[config.mk]
export PLATFORM = sky130hd
export DESIGN_NAME = melody_tone_sequencer
export DESIGN_NICKNAME = d
export VERILOG_FILES = /design/src/rtl/core/mts_pkg.sv /design/src/rtl/core/mts_note_mem.sv /design/src/rtl/core/mts_seq_core.sv /design/src/rtl/core/melody_tone_sequencer.sv
export VERILOG_INCLUDE_DIRS = /design/src /design/src/rtl/core
export SDC_FILE = /design/constraint.sdc
export NUM_CORES = 2
export LEC_CHECK = 0
export ABC_CLOCK_PERIOD_IN_PS = 6650
export BUFFER_PORTS_ARGS = -buffer_cell sky130_fd_sc_hd__buf_2
export CAP_MARGIN = 25
export CORE_ASPECT_RATIO = 1.75
export CORE_UTILIZATION = 35
export CTS_BUF_LIST = sky130_fd_sc_hd__clkbuf_4 sky130_fd_sc_hd__clkbuf_8
export DETAILED_ROUTE_END_ITERATION = 10
export PLACE_DENSITY_LB_ADDON = 0.15
export SKIP_LAST_GASP = 1
export SYNTH_ARGS = -nofsm -noshare
export SYNTH_HDL_FRONTEND = slang
export SYNTH_HIERARCHICAL = 1
export SYNTH_SLANG_ARGS = --single-unit
[constraint.sdc]
create_clock -name clk -period 6.65 [get_ports clk]
set_clock_uncertainty 0.05 [all_clocks]
set_input_delay 0.665 -clock clk [delete_from_list [all_inputs] [get_ports clk]]
set_output_delay 0.665 -clock clk [all_outputs]
set_load 0.05 [all_outputs]
[src/rtl/core/melody_tone_sequencer_defines.svh]
// ---------------------------------------------------------------------------
// Melody tone sequencer assertion macros
// Concurrent property checks used by the sequencer RTL. They compile away
// when SYNTHESIS is defined.
// ---------------------------------------------------------------------------
`ifndef MELODY_TONE_SEQUENCER_DEFINES_SVH
`define MELODY_TONE_SEQUENCER_DEFINES_SVH

`ifndef SYNTHESIS

// Consequent must hold in the same cycle as the antecedent.
`define MTS_ASSERT_SAME(lbl, ck, rn, ante, cons) \
  lbl: assert property (@(posedge ck) disable iff (!(rn)) (ante) |-> (cons)) \
    else $error("melody tone sequencer property failed");

// Consequent must hold in the cycle after the antecedent.
`define MTS_ASSERT_NEXT(lbl, ck, rn, ante, cons) \
  lbl: assert property (@(posedge ck) disable iff (!(rn)) (ante) |=> (cons)) \
    else $error("melody tone sequencer property failed");

`else

`define MTS_ASSERT_SAME(lbl, ck, rn, ante, cons)
`define MTS_ASSERT_NEXT(lbl, ck, rn, ante, cons)

`endif

`endif

[src/rtl/core/mts_pkg.sv]
// ---------------------------------------------------------------------------
// Melody tone sequencer package
// Shared types, command codes and widths for the sequencer modules.
// ---------------------------------------------------------------------------
`default_nettype none

package mts_pkg;

  // Default number of note table entries.
  localparam int TABLE_DEPTH_DEF = 64;

  // Width of melody lengths and note pointers.
  localparam int PTR_W = 7;

  // Saturation value of the pass counter and the endless repeat code.
  localparam logic [7:0] COUNT_MAX = 8'hFF;

  // Command codes carried in the input beat.
  typedef enum logic [2:0] {
    OP_TICK   = 3'd0,
    OP_WRITE  = 3'd1,
    OP_START  = 3'd2,
    OP_SINGLE = 3'd3,
    OP_STOP   = 3'd4,
    OP_MUTE   = 3'd5
  } op_t;

  // One note table entry.
  typedef struct packed {
    logic [7:0] pitch;
    logic [2:0] presc;
    logic [7:0] dur;
  } note_t;

  // One input item.
  typedef struct packed {
    logic [2:0]       op;
    logic [5:0]       entry_index;
    logic [7:0]       pitch_compare;
    logic [2:0]       prescaler_select;
    logic [7:0]       duration_ticks;
    logic [PTR_W-1:0] melody_length;
    logic [7:0]       repeat_count;
    logic             mute_value;
  } item_t;

  // One result item.
  typedef struct packed {
    logic       tone_enable;
    logic [7:0] tone_pitch;
    logic [2:0] tone_prescaler;
    logic       playing;
    logic       muted;
    logic [7:0] passes_done;
  } res_t;

  // Request from the sequencer core to the note table.
  typedef struct packed {
    logic             en;
    logic             we;
    logic [PTR_W-1:0] waddr;
    note_t            wdata;
    logic [PTR_W-1:0] raddr;
  } mem_req_t;

endpackage

`default_nettype wire

[src/rtl/core/mts_note_mem.sv]
// ---------------------------------------------------------------------------
// Note table memory
// Single write port and one registered read port. The read fetches the
// entry that the sequencer will need when the current note ends; a write
// to that same entry in the same cycle is forwarded to the read data.
// ---------------------------------------------------------------------------
`default_nettype none

module mts_note_mem #(
  parameter int TABLE_DEPTH = mts_pkg::TABLE_DEPTH_DEF
) (
  input  wire logic             clk,
  input  wire mts_pkg::mem_req_t req,
  output mts_pkg::note_t        rd_note
);

  import mts_pkg::*;

  localparam int AW = (TABLE_DEPTH > 1) ? $clog2(TABLE_DEPTH) : 1;

  note_t note_mem [TABLE_DEPTH];
  note_t rd_note_r;

  // Write and prefetch read, both only when an item moves through.
  always_ff @(posedge clk) begin
    if (req.en) begin
      if (req.we) begin
        note_mem[AW'(req.waddr)] <= req.wdata;
      end
      if (req.we && (req.waddr == req.raddr)) begin
        rd_note_r <= req.wdata;
      end else if (int'(req.raddr) < TABLE_DEPTH) begin
        rd_note_r <= note_mem[AW'(req.raddr)];
      end else begin
        rd_note_r <= '0;
      end
    end
  end

  assign rd_note = rd_note_r;

endmodule

`default_nettype wire

[src/rtl/core/mts_seq_core.sv]
// ---------------------------------------------------------------------------
// Sequencer core
// Holds the sequencer state and works out, for the item in the input
// register, the next state, the note table request and the result.
// ---------------------------------------------------------------------------
`default_nettype none
`include "melody_tone_sequencer_defines.svh"

module mts_seq_core #(
  parameter int TABLE_DEPTH = mts_pkg::TABLE_DEPTH_DEF
) (
  input  wire logic              clk,
  input  wire logic              rst_n,
  input  wire logic              advance,
  input  wire mts_pkg::item_t    item,
  input  wire mts_pkg::note_t    pref_note,
  output mts_pkg::mem_req_t      mem_req,
  output mts_pkg::res_t          res
);

  import mts_pkg::*;

  logic [PTR_W-1:0] note_index_r, note_index_nxt;
  logic [7:0]       ticks_left_r, ticks_left_nxt;
  logic             active_r, active_nxt;
  logic             melody_r, melody_nxt;
  logic [PTR_W-1:0] length_r, length_nxt;
  logic [7:0]       repeats_r, repeats_nxt;
  logic [7:0]       pass_r, pass_nxt;
  logic             mute_r, mute_nxt;
  logic             tone_r, tone_nxt;
  logic [7:0]       pitch_r, pitch_nxt;
  logic [2:0]       presc_r, presc_nxt;
  note_t            entry0_r, entry0_nxt;

  logic             do_load;
  logic             do_stop;
  note_t            load_note;
  logic [PTR_W-1:0] next_ptr;
  logic [7:0]       pass_inc;
  logic             wr_ok;

  assign next_ptr = note_index_r + PTR_W'(1);
  assign pass_inc = (pass_r == COUNT_MAX) ? pass_r : pass_r + 8'd1;
  assign wr_ok    = int'(item.entry_index) < TABLE_DEPTH;

  // Next state for the item in the input register.
  always_comb begin
    note_index_nxt = note_index_r;
    ticks_left_nxt = ticks_left_r;
    active_nxt     = active_r;
    melody_nxt     = melody_r;
    length_nxt     = length_r;
    repeats_nxt    = repeats_r;
    pass_nxt       = pass_r;
    mute_nxt       = mute_r;
    tone_nxt       = tone_r;
    pitch_nxt      = pitch_r;
    presc_nxt      = presc_r;
    entry0_nxt     = entry0_r;
    do_load        = 1'b0;
    do_stop        = 1'b0;
    load_note      = pref_note;

    unique case (item.op)
      OP_TICK: begin
        if (active_r) begin
          if (ticks_left_r > 8'd1) begin
            ticks_left_nxt = ticks_left_r - 8'd1;
          end else if (!melody_r) begin
            do_stop = 1'b1;
          end else if (next_ptr >= length_r) begin
            // End of a pass: count it, then repeat or finish.
            pass_nxt = pass_inc;
            if ((repeats_r == COUNT_MAX) || (pass_inc < repeats_r)) begin
              note_index_nxt = '0;
              do_load        = 1'b1;
              load_note      = entry0_r;
            end else begin
              note_index_nxt = next_ptr;
              do_stop        = 1'b1;
            end
          end else begin
            note_index_nxt = next_ptr;
            do_load        = 1'b1;
            load_note      = pref_note;
          end
        end
      end
      OP_WRITE: begin
        if (wr_ok && (item.entry_index == '0)) begin
          entry0_nxt = '{pitch: item.pitch_compare, presc: item.prescaler_select,
                         dur: item.duration_ticks};
        end
      end
      OP_START: begin
        if (item.melody_length == '0) begin
          do_stop = 1'b1;
        end else begin
          length_nxt     = (int'(item.melody_length) > TABLE_DEPTH) ?
                           PTR_W'(TABLE_DEPTH) : item.melody_length;
          note_index_nxt = '0;
          repeats_nxt    = (item.repeat_count == '0) ? 8'd1 : item.repeat_count;
          pass_nxt       = '0;
          active_nxt     = 1'b1;
          melody_nxt     = 1'b1;
          do_load        = 1'b1;
          load_note      = entry0_r;
        end
      end
      OP_SINGLE: begin
        melody_nxt     = 1'b0;
        length_nxt     = '0;
        note_index_nxt = '0;
        repeats_nxt    = 8'd1;
        pass_nxt       = '0;
        active_nxt     = 1'b1;
        do_load        = 1'b1;
        load_note      = '{pitch: item.pitch_compare, presc: item.prescaler_select,
                           dur: item.duration_ticks};
      end
      OP_STOP: begin
        do_stop = 1'b1;
      end
      OP_MUTE: begin
        mute_nxt = item.mute_value;
        if (item.mute_value) begin
          tone_nxt  = 1'b0;
          presc_nxt = '0;
        end
      end
      default: begin
      end
    endcase

    // Start a note: a rest or mute leaves the tone generator off.
    if (do_load) begin
      ticks_left_nxt = (load_note.dur == '0) ? 8'd1 : load_note.dur;
      if ((load_note.pitch == '0) || (load_note.presc == '0) || mute_r) begin
        tone_nxt  = 1'b0;
        presc_nxt = '0;
      end else begin
        tone_nxt  = 1'b1;
        pitch_nxt = load_note.pitch;
        presc_nxt = load_note.presc;
      end
    end

    // Stop the sequencer and silence the tone.
    if (do_stop) begin
      active_nxt     = 1'b0;
      melody_nxt     = 1'b0;
      length_nxt     = '0;
      ticks_left_nxt = '0;
      tone_nxt       = 1'b0;
      presc_nxt      = '0;
    end
  end

  // Table request: write the entry, prefetch the entry after the new index.
  always_comb begin
    mem_req.en    = advance;
    mem_req.we    = (item.op == OP_WRITE) && wr_ok;
    mem_req.waddr = PTR_W'(item.entry_index);
    mem_req.wdata = '{pitch: item.pitch_compare, presc: item.prescaler_select,
                      dur: item.duration_ticks};
    mem_req.raddr = note_index_nxt + PTR_W'(1);
  end

  // Result shows the state after the item.
  always_comb begin
    res.tone_enable    = tone_nxt;
    res.tone_pitch     = pitch_nxt;
    res.tone_prescaler = presc_nxt;
    res.playing        = active_nxt;
    res.muted          = mute_nxt;
    res.passes_done    = pass_nxt;
  end

  // Sequencer state registers.
  always_ff @(posedge clk) begin
    if (!rst_n) begin
      note_index_r <= '0;
      ticks_left_r <= '0;
      active_r     <= 1'b0;
      melody_r     <= 1'b0;
      length_r     <= '0;
      repeats_r    <= 8'd1;
      pass_r       <= '0;
      mute_r       <= 1'b0;
      tone_r       <= 1'b0;
      pitch_r      <= '0;
      presc_r      <= '0;
    end else if (advance) begin
      note_index_r <= note_index_nxt;
      ticks_left_r <= ticks_left_nxt;
      active_r     <= active_nxt;
      melody_r     <= melody_nxt;
      length_r     <= length_nxt;
      repeats_r    <= repeats_nxt;
      pass_r       <= pass_nxt;
      mute_r       <= mute_nxt;
      tone_r       <= tone_nxt;
      pitch_r      <= pitch_nxt;
      presc_r      <= presc_nxt;
    end
  end

  // Shadow copy of entry zero, needed at melody start and on each repeat.
  always_ff @(posedge clk) begin
    if (advance) begin
      entry0_r <= entry0_nxt;
    end
  end

  // A sounding tone always belongs to an active sequence.
  `MTS_ASSERT_SAME(a_tone_needs_active, clk, rst_n, tone_r, active_r)
  // Mute never lets a tone sound.
  `MTS_ASSERT_SAME(a_mute_silences, clk, rst_n, mute_r, !tone_r)
  // A sounding tone has a non-zero prescaler and pitch.
  `MTS_ASSERT_SAME(a_tone_codes, clk, rst_n, tone_r, (presc_r != '0) && (pitch_r != '0))
  // A melody in progress has a length and its index stays inside it.
  `MTS_ASSERT_SAME(a_melody_bounds, clk, rst_n, melody_r,
                   (length_r != '0) && (note_index_r < length_r) && active_r)

endmodule

`default_nettype wire

[src/rtl/core/melody_tone_sequencer.sv]
// ---------------------------------------------------------------------------
// Melody tone sequencer
// Tick-driven sequencer over a table of notes with pitch, prescaler and
// duration. Commands write the table, start a melody, play a single tone,
// stop or set mute; each beat returns the resulting tone state.
// ---------------------------------------------------------------------------
//
//  Channel   Direction  Handshake            Payload
//  in_       slave      in_tvalid/in_tready  tuser: op; tdata: command fields
//  out_      master     out_tvalid/tready    tdata: tone state after the item
//
//  One beat in, one beat out. An item waits in the input register and its
//  result sits in the output register; one item per cycle is sustained while
//  out_tready is high, set by the single-pass next-state logic and the note
//  table's registered prefetch read. Reset (rst_n low, synchronous) clears
//  the sequencer state; the note table is not cleared. A stalled output
//  holds its beat while the input register can still take one more item.
//
`default_nettype none
`include "melody_tone_sequencer_defines.svh"

module melody_tone_sequencer #(
  parameter int TABLE_DEPTH = mts_pkg::TABLE_DEPTH_DEF
) (
  input  wire logic        clk,
  input  wire logic        rst_n,
  input  wire logic        in_tvalid,
  output logic             in_tready,
  // tdata from bit 0: entry_index[5:0], pitch_compare[13:6],
  // prescaler_select[16:14], duration_ticks[24:17], melody_length[31:25],
  // repeat_count[39:32], mute_value[40], zero fill[47:41]
  input  wire logic [47:0] in_tdata,
  // tuser: op[2:0]
  input  wire logic [2:0]  in_tuser,
  output logic             out_tvalid,
  input  wire logic        out_tready,
  // tdata from bit 0: tone_enable[0], tone_pitch[8:1], tone_prescaler[11:9],
  // playing[12], muted[13], passes_done[21:14], zero fill[23:22]
  output logic [23:0]      out_tdata
);

  import mts_pkg::*;

  logic     in_valid_r;
  item_t    in_item_r;
  logic     out_valid_r;
  res_t     out_res_r;
  logic     advance;
  res_t     res;
  mem_req_t mem_req;
  note_t    pref_note;

  // An item moves on when the output register is free or being emptied.
  assign advance   = in_valid_r && (!out_valid_r || out_tready);
  assign in_tready = !in_valid_r || advance;

  // Input register.
  always_ff @(posedge clk) begin
    if (!rst_n) begin
      in_valid_r <= 1'b0;
    end else if (in_tready) begin
      in_valid_r <= in_tvalid;
    end
  end

  always_ff @(posedge clk) begin
    if (in_tvalid && in_tready) begin
      in_item_r <= '{op:               in_tuser,
                     entry_index:      in_tdata[5:0],
                     pitch_compare:    in_tdata[13:6],
                     prescaler_select: in_tdata[16:14],
                     duration_ticks:   in_tdata[24:17],
                     melody_length:    in_tdata[31:25],
                     repeat_count:     in_tdata[39:32],
                     mute_value:       in_tdata[40]};
    end
  end

  // Sequencer state and next-state logic.
  mts_seq_core #(
    .TABLE_DEPTH (TABLE_DEPTH)
  ) u_core (
    .clk       (clk),
    .rst_n     (rst_n),
    .advance   (advance),
    .item      (in_item_r),
    .pref_note (pref_note),
    .mem_req   (mem_req),
    .res       (res)
  );

  // Note table with prefetch read.
  mts_note_mem #(
    .TABLE_DEPTH (TABLE_DEPTH)
  ) u_mem (
    .clk     (clk),
    .req     (mem_req),
    .rd_note (pref_note)
  );

  // Output register.
  always_ff @(posedge clk) begin
    if (!rst_n) begin
      out_valid_r <= 1'b0;
    end else if (advance) begin
      out_valid_r <= 1'b1;
    end else if (out_tready) begin
      out_valid_r <= 1'b0;
    end
  end

  always_ff @(posedge clk) begin
    if (advance) begin
      out_res_r <= res;
    end
  end

  assign out_tvalid = out_valid_r;
  assign out_tdata  = {2'b00, out_res_r.passes_done, out_res_r.muted, out_res_r.playing,
                       out_res_r.tone_prescaler, out_res_r.tone_pitch,
                       out_res_r.tone_enable};

  // Every item that moves on produces a result beat in the next cycle.
  `MTS_ASSERT_NEXT(a_advance_gives_beat, clk, rst_n, advance, out_valid_r)
  // An item held back stays in the input register.
  `MTS_ASSERT_NEXT(a_held_item_kept, clk, rst_n, in_valid_r && !advance, in_valid_r)

endmodule

`default_nettype wire
======== Yosys cells after proc, flatten, opt, wreduce, memory -nomap -nowiden ========
Memories as Yosys holds them, arrays and structs flattened.
Index checks and enable logic that the tools add are counted.
cells by class
  reductions and logical operators ........ 27
  magnitude comparators ................... 5
  div/mod/pow operators ................... 0
  add/subtract/negate cells ............... 4
  multiply operators ...................... 0
  shift operators ......................... 0
  bitwise gates (word level) .............. 0
  eq/ne operators ......................... 10
  mux-type cells .......................... 74
operators by type and width
  cell                                                                             count
  19-bit two-way mux                                                               8
  8-bit two-way mux                                                                16
  7-bit two-way mux                                                                9
  19-bit case mux with 3 select lines                                              1
  1-bit two-way mux                                                                27
  8-bit zero test                                                                  3
  8-bit case mux with 3 select lines                                               1
  7-bit case mux with 3 select lines                                               1
  8-bit equality test, second input constant                                       2
  8-bit case mux with 2 select lines                                               1
  3-bit two-way mux                                                                5
  7-bit by 1-bit adder with 7-bit output, second input constant                    2
  7-bit case mux with 2 select lines                                               1
  3-bit nonzero test                                                               4
  3-bit AND reduction                                                              3
  8-bit by 1-bit adder with 8-bit output, second input constant                    1
  8-bit by 1-bit greater-than comparator with 1-bit output, second input constant  1
  8-bit less-than comparator                                                       1
  8-bit by 1-bit subtractor with 8-bit output, second input constant               1
  6-bit by 7-bit equality test with 1-bit output                                   1
  7-bit greater-or-equal comparator                                                1
  7-bit greater-than comparator, second input constant                             1
  7-bit zero test                                                                  1
  7-bit less-than comparator, second input constant                                1
  other kinds (14)                                                                 27
word-level totals
  bits in read-only memories .............. 0
  flip-flop bits (word level) ............. 159
  input bits .............................. 55
  latch bits .............................. 0
  memory bits (writable) .................. 1216
  output and inout bits ................... 26
  word-level logic and storage cells ...... 154
  memories ................................ 1
memories
  name            words  bits a word  read ports  clocked after Yosys merged registers in  write ports  RTL line            RTL
  u_mem.note_mem  64     19           1           0                                        1            mts_note_mem.sv:21  note_t note_mem [TABLE_DEPTH];

======== Depth between registers and ports, before layout ========
  depth in word-level cells ............... 16
  depth in mapped cells ................... 27
  gate-level depth less buffers ........... 22

======== By module ========
Netlist, hierarchy kept.
modules (own cells, without submodules)
  module                 times used  area each (um^2)  seq. area each (um^2)  cells each
  mts_note_mem           1           47580.6           37085.6                2319
  mts_seq_core           1           5734.2            1631.6                 720
  melody_tone_sequencer  1           2104.5            2021.9                 78

======== Worst setup path after synthesis ========
Ideal clock, no wire load.
  path type ............................... reg-to-reg
  from .................................... reg u_core.pass_r[0]
  to ...................................... reg u_mem.rd_note_r (netlist bit u_mem/rd_note[0]) (data pin)
  slack ................................... 1.030 ns
  period minus slack after synthesis ...... 5.620 ns
  arrival ................................. 5.298 ns
  data required time ...................... 6.328 ns
  setup time .............................. 0.272 ns
  buffers on the path ..................... 6
  cell stages (with the launch flop) ...... 26
  cells stage by stage .................... dfxtp_1 > ha_1 > nand3_1 > or2_2 > clkbuf_1 > mux2i_1 > inv_1 > ha_1 > nor2b_1 > o21a_1 > o21ai_0 > a311o_1 > buf_2 > a21oi_2 > buf_4 > mux2i_1 > inv_1 > ha_1 > xnor2_1 > buf_2 > clkbuf_1 > clkbuf_1 > mux4_2 > a22o_1 > o41ai_1 > nand3_1
RTL lines
  what                    RTL line             RTL
  start, declared         mts_seq_core.sv:29   logic [7:0] pass_r, pass_nxt;
  start signal, assigned  mts_seq_core.sv:201  pass_r <= pass_nxt;
  end signal, assigned    mts_note_mem.sv:31   rd_note_r <= req.wdata;
  end signal, assigned    mts_note_mem.sv:33   rd_note_r <= note_mem[AW'(req.raddr)];
  end, declared           mts_note_mem.sv:22   note_t rd_note_r;

==> metrics.md <==
| Metric | Value |
|---|---|
| Status | complete, but fails checks |
| Violations in the final reports | design-rule violations |
| Initial antenna violation count | 4 |
| Setup repair after global routing missed its margin | true |
| Cell with the most instances after synthesis | sky130_fd_sc_hd__edfxtp_1 |
| Upper clock frequency limit | 0.156 GHz |
| Effective utilization at floorplan | 35.3% |
| Pin count of the biggest net entering global routing | between 70 and 80 |
| Global placer's final weighted congestion | approximately 0.89 |
| Category of the worst setup path launch point | flip-flop |
| Area Growth Syn to Fin | 16.3% |
| Die Outline Area | 160000 um^2 |
| Number of remaining DRC errors | 2 |
| Total global-route track usage | 20.9% |
| Vias per Instance | about 5.4 |
| Placeable core area | around 160000 um^2 |
| Global-route wire length before repair | approximately 240 mm |
| Largest cells by area after synthesis | sky130_fd_sc_hd__edfxtp_1, sky130_fd_sc_hd__mux2_2, sky130_fd_sc_hd__mux4_2 |
| Biggest fanout along the worst timing path | 21 |
| First DRT Iteration DRCs | 2407 |
| Die W | 303 um |
| R2R Path Start | u_core/note_index_r[0] |
| Wire length on met2 | 90.5 mm |
| Leakage power of the design | a little over 20 nW |
| Post-detailed-route count of antenna-violating nets | 0 |
| Max Cap Violations | 0 |
| Area share of the largest cell type after synthesis | 71.5% |
| Number of top-level pins | 81 |
| Synth async-reset ratio | 0% |
| Count of standard-cell rows | between 150 and 200 |
| Number of max-slew violations in the final report | 0 |
| Final #Nets | approximately 3.6k |
| Insertion delay of the later-clocked pin in the worst-skew pair | 0.90 ns |
| Met3 routed WL | just under 7 mm |
| Number of synthesized register bits | around 1.4k |
| Area of the mapped netlist | between 50000 and 60000 um^2 |
| Count of distinct cell types in the synthesized netlist | 86 |
| Count of flip-flops with a built-in enable after synthesis | about 1.3k |
| Topmost layer with routed signal wires | met4 |
| Number of setup violations in the final report | 0 |
| Non-Filler Instances | approximately 5.7k |
| Wire per inst | 29.3 um |
| TritonCTS buffer count | slightly above 200 |
| Critical Path End Type | flip-flop |
| TritonCTS clock tree | yes |
| Tightest Hold Check Type | input pin to flip-flop |
| Vias in the first global route | 32.7k |
| Total number of clock tree sinks | approximately 1.4k |
| Largest area contributor in the synthesized netlist | sky130_fd_sc_hd__edfxtp_1 |
| Worst Max-Slew Pin Slew | roughly 1.1 ns |
| Worst R2R Setup Slack | between 0.2 and 0.25 ns |
| Worst-case headroom to the max-slew limit | 26.5% |
| Hold wc startpoint | out_tready |
| Count of cells along the worst hold path | 3 |
| Reg2Reg Depth | 22 |
| Worst Hold Endpoint | in_valid_r |
| Synthesized area per cell | roughly 18 um^2 |
| Count of input and output buffers | ~70 |
| Buffers from clock root to sink, at most | 4 |
| Sum of routed wire segments on met1 | about 56 mm |
| Root Driver | sky130_fd_sc_hd__clkbuf_8 |
| Minimum period implied by the final worst setup slack | approximately 6.4 ns |
| Count of warnings emitted by yosys | 6 |
| Die height | approximately 530 um |
| DR vias | between 30k and 40k |
| Number of inserted filler cells in the final layout | around 14k |
| Top cells by instance count after synthesis | sky130_fd_sc_hd__edfxtp_1, sky130_fd_sc_hd__mux2_2, sky130_fd_sc_hd__o22ai_1 |
| Share of the yosys chip area belonging to registers | approximately three quarters |
| Worst slack on hold paths | 0.0977 ns |
| Routed wire length | around 170 mm |
| Remaining global-route overflow | 0 |
| Max rail drop VDD | around 0.13 mV |
| Dpl cells | about 5.3k |
| Number of instances in the synthesized netlist | 3117 |
| Period Utilization, post-route | 96.4% |
| Total power per unit cell area | between 200 and 300 nW/um^2 |
| Count of endpoints failing hold in the final timing report | 0 |
| Share of post-route cells with drive strength above 1 | around a third |
| WS Path Type | flip-flop to flip-flop |
| Clock H-tree levels | 4 |
| Endpoint required time on the critical path | about 7.3 ns |
| Post-detailed-placement half-perimeter wirelength | between 100 and 150 mm |
| Arrival time worst endpoint | a little over 7 ns |
| Clock-pin transition on the worst setup and hold timing paths | around 0.060 ns |
| Top_reg_cell synth | sky130_fd_sc_hd__edfxtp_1 |
| TritonRoute pass-1 iters | 8 |
| Endpoint of the most critical register-to-register path | u_mem/rd_note[12] |
area by class of cell:
| class | instances | area (um^2) | share of cell area, % |
|---|---|---|---|
| diodes | 7 | 17.5 | 0.0272 |
| clock buffers | 279 | 3410 | 5.30 |
| clock inverters | 84 | 576 | 0.893 |
| inverters | 28 | 105 | 0.163 |
| multi-input cells | 1503 | 14000 | 21.7 |
| flip-flops and latches | 1375 | 40700 | 63.2 |
| well taps | 2037 | 2550 | 3.95 |
| repair buffers | 370 | 3080 | 4.78 |
flip-flops by register name, indices dropped and copies added, names as in the netlist:
signal	flops
u_mem/note_mem	1216
in_item_r	44
out_tdata	22
u_core/entry0_r	19
u_mem/rd_note	19
u_core/pass_r	8
u_core/pitch_r	8
u_core/repeats_r	8
u_core/ticks_left_r	8
u_core/length_r	7
u_core/note_index_r	7
u_core/presc_r	3
in_valid_r	1
out_tvalid	1
u_core/active_r	1
u_core/melody_r	1
u_core/mute_r	1
u_core/tone_r	1
metal layers:
metal	vias up	track usage, %
met1	15900	21.3
met3	334	2.50
li1	13400	-
met2	898	39.1
met5	-	0
met4	0	14.1
metrics by stage:
stage	instance area (um^2)	TNS, ns	worst slack, ns	utilization (%)	power (mW)
2_1_floorplan	55400	0	1.03	-	10.3
3_3_place_gp	59700	0	0.0579	38.1	10.8
3_5_place_dp	59900	0	0.121	38.2	10.9
4_1_cts	64300	0	0.0170	41.0	17.8
5_1_grt	64400	-0.134	-0.0767	41.1	18.1
6_report	64500	0	0.242	41.1	17.6
cell families (layout without fill, tap and decap cells):
family | Yosys count | after routing | synth area share, %
AO/OA/AOI/OAI | 493 | 493 | 6.47
XOR/XNOR | 23 | 23 | 0.363
adder cells (fa/ha/maj) | 19 | 19 | 0.429
buffers and inverters | 240 | 761 | 2.04
flip-flops | 1375 | 1375 | 73.5
multiplexers | 479 | 479 | 12.8
other | 2 | 10 | 0.0136
AND/OR/NAND/NOR | 486 | 486 | 4.39
repair_timing:
action,CTS,global route
endpoints found under the setup margin,0,16
hold buffers,45,0
setup buffers,0,0
gates resized for setup,0,17
hold endpoints to repair,45,0
worst max-delay path by stage:
stage | start | endpoint | slack [ns] | depth (start not counted)
floorplan | u_core/pass_r[0] | u_mem/rd_note[0] | 1.03 | 25
global placement | u_core/pass_r[1] | u_mem/rd_note[12] | 0.06 | 21
detailed placement | u_core/pass_r[1] | u_mem/rd_note[10] | 0.12 | 22
CTS | u_core/pass_r[1] | u_mem/rd_note[10] | 0.02 | 22
global route | u_core/pass_r[1] | u_mem/rd_note[12] | -0.08 | 24
finish | u_core/note_index_r[0] | u_mem/rd_note[12] | 0.24 | 22
cells in the final DEF, fill, tap and decap left out, drive strengths merged, types with 10 or more instances in the layout:
cell,synthesis,layout
a211oi,10,10
a21boi,14,14
a21oi,44,44
a22o,83,83
a22oi,17,17
a31oi,11,11
buf,115,325
clkbuf,97,279
clkinv,0,74
dfxtp,55,55
dlygate4sd3,0,45
edfxtp,1320,1320
ha,19,19
inv,28,30
mux2,311,311
mux2i,16,16
mux4,152,152
nand2,123,123
nand3,48,48
nand4,16,16
nor2,108,108
nor2b,21,21
nor3,93,93
nor4,10,10
o211a,15,15
o211ai,10,10
o21ai,38,38
o22ai,159,159
o41ai,42,42
or2,16,16
xnor2,17,17
critical path, cell delays in order, from the launching register on:
cell and delay, ns:
sky130_fd_sc_hd__dfxtp_1 0.49, sky130_fd_sc_hd__ha_1 0.37, sky130_fd_sc_hd__nand3_1 0.16, sky130_fd_sc_hd__xnor2_1 0.16
sky130_fd_sc_hd__ha_1 0.31, sky130_fd_sc_hd__a21o_1 0.19, sky130_fd_sc_hd__a211o_1 0.29, sky130_fd_sc_hd__a41oi_2 0.32
sky130_fd_sc_hd__nor2_1 0.14, sky130_fd_sc_hd__a21oi_2 0.38, sky130_fd_sc_hd__a21oi_1 0.16, sky130_fd_sc_hd__a21o_1 0.24
sky130_fd_sc_hd__nor3_1 0.19, sky130_fd_sc_hd__xor2_1 0.20, sky130_fd_sc_hd__buf_4 0.28, sky130_fd_sc_hd__or2_4 0.45
sky130_fd_sc_hd__buf_12 0.24, sky130_fd_sc_hd__buf_4 0.20, sky130_fd_sc_hd__o22ai_1 0.09, sky130_fd_sc_hd__nor3_1 0.85
sky130_fd_sc_hd__o41ai_2 0.20, sky130_fd_sc_hd__buf_4 0.18, sky130_fd_sc_hd__nand3_1 0.05
power by group:
group / internal, mW / total [mW] / switching, mW / leakage (nW)
sequential: 9.55 / 9.60 / 0.0484 / 12.4
combinational: 0.363 / 1.09 / 0.723 / 6.27
clock: 3.63 / 6.87 / 3.24 / 2.12
Note: power is estimated with default switching activity, not from simulation.
